==> config.mk <==
export PLATFORM = sky130hd
export DESIGN_NAME = tlbpt_tlb
export DESIGN_NICKNAME = d
export VERILOG_FILES = /design/src/rtl/core/tlbpt_pkg.sv /design/src/rtl/core/tlbpt_tlb.sv
export SDC_FILE = /design/constraint.sdc
export NUM_CORES = 1
export LEC_CHECK = 0
export ABC_AREA = 1
export BUFFER_PORTS_ARGS = -buffer_cell sky130_fd_sc_hd__buf_2
export CORE_MARGIN = 4
export CORE_UTILIZATION = 42
export CTS_CLUSTER_DIAMETER = 200
export CTS_CLUSTER_SIZE = 12
export DETAILED_ROUTE_END_ITERATION = 7
export PLACE_DENSITY_LB_ADDON = 0.05
export REMOVE_ABC_BUFFERS = 1
export SLEW_MARGIN = 20
export SYNTH_ARGS = -nofsm -noshare
export SYNTH_HDL_FRONTEND = slang
export SYNTH_SLANG_ARGS = --single-unit
export TNS_END_PERCENT = 30
==> constraint.sdc <==
create_clock -name clk -period 3.12 [get_ports clk]
set_clock_uncertainty 0.2 [all_clocks]
set_input_delay 0.468 -clock clk [delete_from_list [all_inputs] [get_ports clk]]
set_output_delay 0.468 -clock clk [all_outputs]
set_load 0.01 [all_outputs]
==> src/rtl/core/tlbpt_pkg.sv <==
// Package: shared constants and types for the TLB paging translator
package tlbpt_pkg;
	localparam int TlbEntries  = 16;
	localparam int FrameCount  = 256;
	localparam int PageCount   = 1024;
	localparam int OffsetWidth = 10;
	localparam int VaWidth     = 20;
	localparam int PaWidth     = 18;
	localparam int TlbIdxW     = $clog2(TlbEntries);
	localparam int FrameW      = $clog2(FrameCount);
	localparam int PageW       = $clog2(PageCount);
	localparam int UsedW       = FrameW + 1;

	typedef logic [PageW-1:0]  page_t;
	typedef logic [FrameW-1:0] frame_t;

	typedef struct packed {
		logic [VaWidth-1:0] virtual_address;
	} va_item_t;

	typedef struct packed {
		logic [PaWidth-1:0] phys_addr;
		logic [FrameW-1:0]  frame_number;
		logic               tlb_hit;
		logic               page_fault;
		logic               evicted_valid;
		logic [PageW-1:0]   evicted_page;
	} pa_item_t;
endpackage

==> src/rtl/core/tlbpt_tlb.sv <==
// TLB: tag/frame registers, parallel match, clock-hand fill
module tlbpt_tlb import tlbpt_pkg::*; (
	input  logic   clk,
	input  logic   arst_n,
	input  page_t  page,
	input  logic   mark,       // set ref bits of entries matching page
	input  logic   step,       // one clock-hand step
	input  frame_t fill_frame,
	output logic   hit,
	output frame_t hit_frame,
	output logic   hand_ref    // ref bit under the hand
);
	page_t                 tag_q [TlbEntries];
	frame_t                frm_q [TlbEntries];
	logic [TlbEntries-1:0] valid_q, ref_q, match;
	logic [TlbIdxW-1:0]    hand_q;

	// match and lowest-index priority select
	always_comb begin
		hit = 1'b0;
		hit_frame = '0;
		for (int i = 0; i < TlbEntries; i++) begin
			match[i] = valid_q[i] && tag_q[i] == page;
		end
		for (int i = TlbEntries - 1; i >= 0; i--) begin
			if (match[i]) begin
				hit = 1'b1;
				hit_frame = frm_q[i];
			end
		end
	end
	assign hand_ref = ref_q[hand_q];

	// entry payload
	always_ff @(posedge clk) begin
		if (step && !ref_q[hand_q]) begin
			tag_q[hand_q] <= page;
			frm_q[hand_q] <= fill_frame;
		end
	end

	// control bits and hand
	always_ff @(posedge clk or negedge arst_n) begin
		if (!arst_n) begin
			valid_q <= '0;
			ref_q <= '0;
			hand_q <= '0;
		end else if (step) begin
			if (ref_q[hand_q]) begin
				ref_q[hand_q] <= 1'b0;
			end else begin
				valid_q[hand_q] <= 1'b1;
				ref_q[hand_q] <= 1'b1;
			end
			hand_q <= hand_q + 1'b1;
		end else if (mark) begin
			ref_q <= ref_q | match;
		end
	end
endmodule

==> flow_summary.toml, run 1 <==
[logic_synthesis]
yosysSeqAreaShare = 0.644
synthTopCellsByCount = "314 x nand2_1, 288 x edfxtp_1, 167 x inv_1"
ys.flop_type = "edfxtp_1"
synth_top_area_share = 0.583
yosys_warnings = 0
synth-edff-count = 288
netlist_area_mm2 = 0.0148
synth_cells = 1389
synth_area_leaders = "edfxtp_1 58%, nand2_1 7.9%, dfrtp_1 6.1%, inv_1 4.2%, nor2_1 3.6%"
synth.avg_cell_area_um2 = 10.7
synthArstFlopShare = 0.111
ys_ff_latch = 324
yosysMostFrequentCell = "nand2_1"
synth_top_area_cell = "edfxtp_1"
synth_cell_types = 58

[worst_hold_path]
min_from = "page[2]"
hold_class = "input pin to register"

[worst_setup_path]
crit_path_max_incr_delay_ns = 0.41
worst-path-buf-inv = 2
worstPathMaxFanout = 4
critPathKind = "register to output port"
required_ns = 2.45
start_kind = "register"
cp.arrival_ns = 2.73
cp_common_cell = "nand2_1"
cp_top_family = "simple AND/OR/NAND/NOR gates"
rr_startpoint = "hand_q[0]"
crit_path_end_kind = "output port"
cp_cell_sequence = "inv_1, nand2_1, nand2_1, nand2_1, nor2_4, nand3_2, nand2_1, nand2_1, o21ai_1, nand2_1, nand2_1, nand2_1, nand2_1, nand2_1, nand2_1, nand2_2, nand2_1, nand2_1, a21oi_2, buf_2"
cp_slowest_cell = "edfxtp_1"
cp-startpoint = "tag_q[14][2]"
reg2reg_slack_ns = 0.28

[grt]
grt_first_pass_wirelength_um = 60300
overflow = 0
grt_max_degree = 26
track_usage = 0.202
antenna_found_initial = 0
grt_pass1_vias = 10100

[sta]
fin_crit_sh = 1.09
maxSlewHeadroom = 0.683
hold_violations = 0
fmax_mhz = 294
setup_slack_ns = -0.277
final-setup-viol-count = 9
drv_slew = 0
tightestPinTransition_ns = 0.475
hold_ws_ns = 0.0322
rsz0062_at_grt = "true"
fin_crit_ns = 3.40

[routing]
drt_iter0_markers = 620
wl_um = 39000
wl_per_cell_um = 18.9
ant_nets = 0
vias = 10300
drc = 0
dr.pass1.iters = 5
vias_per_cell = 5.00

[die]
die_h_um = 196
core_area_mm2 = 0.0347
die_w_um = 196
dieArea_mm2 = 0.0384
row_count = 68
boundaryPins = 32
initial_core_util = 0.427

[cells_and_area]
syn2layout_area_growth_pct = 20.1
finalNetCount = 1608
fill_cells = 3176
final_area_mm2 = 0.0178
instances_no_fill = 2061
drive_gt1_frac = 0.222
diodes = 0

[status]
failed_checks = "negative setup slack"
status = "complete, but fails checks"

[clocking]
clockBufferDepth = 3
cts_tree = "yes"
clkTransAtPathRegs_ns = 0.06
ctsRootBufferMaster = "clkbuf_16"
cts_buffers = 30
cts_sinks = 324
htreeDepth = 1
insertion_delay_ns = 0.56

[placed_design]
port_buffers = 31
placed_cell_area_mm2 = 0.0167
hpwl_um = 27500
gp_routability_congestion = 0.883
dp.cells = 1997

[job]
cap_violations = 0

[power_and_ir_drop]
power_leakage_nw = 7.15
total_power_mw = 10.6
irDropWorstVdd_uv = 429
p_per_area_mw_per_mm2 = 595
-- cell families after synthesis --
logic type                 count (synthesis)  share of synthesized area
buffers and inverters                    220                     0.0666
xor gates and xnor gates                  55                     0.0325
and+or+nand+nor                          607                      0.181
muxes                                      2                    0.00135
DFF                                      324                      0.644
adders and majority gates                  4                    0.00337
AOI/OAI and AO/OA                        177                     0.0722
-- placed cells by master, fill, tap and decap left out, types with 5 or more instances in the layout --
cell type,instances
nand2_1,300
edfxtp_1,288
inv_1,163
buf_4,144
nor2_1,125
o21ai_0,57
a21oi_1,38
xor2_1,38
nand3_1,37
dfrtp_1,36
buf_2,32
clkbuf_16,31
or2_2,25
clkbuf_1,25
nand4_1,23
nand2_2,20
nor2_2,19
o22ai_1,17
xnor2_1,17
buf_12,16
a31oi_1,15
inv_2,14
nor3_1,13
o21ai_1,12
nor3_2,8
nand2_4,7
o221ai_1,6
a21oi_2,6
o211ai_1,5
nand3_2,5
o2111ai_1,5
buf_6,5
-- where the power goes --
group	switching, mW	internal [mW]	leakage (nW)
sequential	0.255	5.24	2.98
clock	1.55	1.85	0.412
combinational	1.10	0.600	3.76
-- what timing repair did --
| item | 4_1_cts | 5_1_grt |
|---|---|---|
| hold buffers | 1 | 0 |
| setup buffers | 0 | 5 |
| pin swaps | 8 | 14 |
| hold endpoints to repair | 11 | 0 |
| gates resized for setup | 24 | 36 |
| gates cloned | 1 | 1 |
| endpoints found under the setup margin | 9 | 9 |
-- layout make-up --
class	instances	area [µm²]	area share
well taps	455	569	0.0319
inverters	182	701	0.0393
multi-input cells	846	4500	0.253
flip-flops and latches	324	9550	0.536
clock buffers	56	870	0.0488
repair buffers	198	1630	0.0913
-- metrics by stage --
| step | utilization | setup WS (ns) | setup TNS [ns] |
|---|---|---|---|
| after floorplan | - | 0.280 | 0 |
| after global placement | 0.481 | -0.299 | -2.18 |
| after detailed placement | 0.481 | -0.306 | -2.26 |
| after CTS | 0.509 | -0.350 | -2.70 |
| after global routing | 0.513 | -0.557 | -4.27 |
| final | 0.513 | -0.277 | -2.18 |
-- sequential cells by signal (all words and copies together) (netlist names), named ones only --
signal / count
frm_q: 128
hand_q: 4
tag_q: 160
valid_q: 16
-- layer usage --
metal,routed length (µm),global-route usage
met3,1360,0.0240
met5,0,0
met4,865,0.0445
met1,18800,0.296
met2,18000,0.325
-- final timing paths --
| path | endpoint | depth (start not counted) |
|---|---|---|
| max in group asynchronous | hand_q[2] | 3 |
| worst min-delay path | tag_q[10][2] | 1 |
| worst min register to register | valid_q[12] | 2 |
| min in group asynchronous | valid_q[0] | 2 |
| worst max register to register | register | 11 |
| worst max-delay path | hit_frame[0] | 20 |
Power figures use the tool's default switching activity.
==> inputs of run 2 (changes only) <==
--- a/config.mk
+++ b/config.mk
@@ -12,7 +12,7 @@
 export CTS_CLUSTER_DIAMETER = 200
 export CTS_CLUSTER_SIZE = 12
 export DETAILED_ROUTE_END_ITERATION = 7
-export PLACE_DENSITY_LB_ADDON = 0.05
+export PLACE_DENSITY = 0.55
 export REMOVE_ABC_BUFFERS = 1
 export SLEW_MARGIN = 20
 export SYNTH_ARGS = -nofsm -noshare
==> flow_summary.toml, run 2 (synthesis gave the netlist of run 1 again) <==
[clocking]
cts_sinks = 324
clkTransAtPathRegs_ns = 0.06
cts_buffers = 30
insertion_delay_ns = 0.55
clockBufferDepth = 3
cts_tree = "yes"
htreeDepth = 1
ctsRootBufferMaster = "clkbuf_16"

[power_and_ir_drop]
power.share.sequential = 0.523
power_leakage_nw = 7.08
irDropWorstVdd_uv = 470
p_per_area_mw_per_mm2 = 596
switching_share = 0.271
power_switching_mw = 2.85
p_comb_frac = 0.157
total_power_mw = 10.5
power.internal_mw = 7.67
p_clk_frac = 0.320

[die]
boundaryPins = 32
initial_core_util = 0.427
die_w_um = 196
row_count = 68
die_h_um = 196
core_area_mm2 = 0.0347
dieArea_mm2 = 0.0384

[routing]
drt_iter0_markers = 694
dr.pass1.iters = 5
vias = 10200
wl_per_cell_um = 18.1
drc = 0
vias_per_cell = 5.02
ant_nets = 0
wl_um = 37000

[sta]
fin_crit_sh = 1.10
fin_crit_ns = 3.42
hold_ws_ns = 0.0522
maxSlewHeadroom = 0.587
hold_violations = 0
fmax_mhz = 292
setup_slack_ns = -0.300
tightestPinTransition_ns = 0.617
rsz0062_at_grt = "true"
drv_slew = 0
final-setup-viol-count = 9

[cells_and_area]
layout_common_cells = "310 x nand2_1, 288 x edfxtp_1, 164 x inv_1"
diodes = 0
syn2layout_area_growth_pct = 18.8
reg_top3 = "tag_q (160), frm_q (128), valid_q (16)"
final_util = 0.508
layout_commonest_cell = "nand2_1"
largest-register = "tag_q"
largest_reg_flops = 160
finalNetCount = 1590
fill_cells = 3151
drive_gt1_frac = 0.198

[worst_setup_path]
start_kind = "register"
critPathKind = "register to output port"
cp.arrival_ns = 2.75
required_ns = 2.45
crit_path_max_incr_delay_ns = 0.38
worstPathMaxFanout = 12
cp_common_cell = "nand2_1"
cp_top_family = "simple AND/OR/NAND/NOR gates"
endpoint = "hit_frame[0]"
crit_path_end_kind = "output port"
cp_cell_sequence = "or2_0, a21oi_1, nand4_1, nor3_4, nand2_4, buf_12, nand2_1, inv_1, nand2_1, nand2_1, nand2_1, nand2_1, nand2_1, nand2_1, a21oi_2, buf_2"
reg2reg_slack_ns = 0.31
path_depth = 16
rr_startpoint = "hand_q[0]"
cp_slowest_cell = "edfxtp_1"
r2r_cells = 11
worst-path-buf-inv = 3
cp-startpoint = "tag_q[8][4]"

[grt]
grt_first_pass_wirelength_um = 57700
antenna_found_initial = 0
overflow = 0
grt_max_degree = 37
track_usage = 0.191
grt_pass1_vias = 10100

[placed_design]
hpwl_um = 26400
port_buffers = 31
gp_routability_congestion = 0.892

[status]
status = "complete, but fails checks"
failed_checks = "negative setup slack"

[worst_hold_path]
hold_class = "input pin to register"

[job]
cap_violations = 0
[run 2: worst min path at each step]
stage / startpoint / endpoint / slack [ns] / depth (start not counted)
finish: page[2] / tag_q[12][2] / 0.05 / 1
detailed placement: valid_q[9] / valid_q[9] / 0.25 / 2
CTS: page[2] / tag_q[12][2] / 0.05 / 1
floorplan: arst_n / async pin / -0.03 / 0
global route: page[2] / tag_q[12][2] / 0.06 / 1
global placement: valid_q[9] / valid_q[9] / 0.25 / 2
[run 2: timing repair]
item                                   CTS  global route
setup endpoints to repair                9             9
pin swaps                                2             4
buffers inserted                         0             1
endpoints found under the hold margin   40             0
hold buffers                             2             0
resized for setup                       21             9
[run 2: area by class of cell]
cell class,instances,area [µm²],share of cell area
flip-flops and latches,324,9550,0.541
repair buffers,181,1550,0.0878
well taps,455,569,0.0323
inverters,182,693,0.0393
multi-input cells,845,4410,0.250
clock buffers,55,866,0.0491
[run 2: metrics by stage]
stage	std cells	cell area, µm²	setup TNS, ns	worst slack, ns
2_1_floorplan	1351	14500	0	0.280
3_3_place_gp	1984	16600	-2.90	-0.410
3_5_place_dp	1984	16600	-3.11	-0.431
4_1_cts	2041	17600	-2.12	-0.295
5_1_grt	2042	17600	-4.14	-0.518
6_report	2042	17600	-2.05	-0.300
[run 2: per-layer routing]
metal  vias up  wire length (µm)  track usage
li1       5034                 -            -
met1      4940             17400        0.275
met5         -                 0            0
met4         0               782       0.0424
met2       223             17400        0.316
met3        49              1520       0.0210
[run 2: power groups by stage]
| stage | sequential [mW] | clock (mW) | combinational, mW |
|---|---|---|---|
| floorplan | 5.51 | 0 | 0.949 |
| global placement | 5.58 | 0 | 1.61 |
| detailed placement | 5.58 | 0 | 1.64 |
| CTS | 5.49 | 3.45 | 1.66 |
| global route | 5.54 | 3.67 | 1.83 |
| finish | 5.50 | 3.37 | 1.65 |
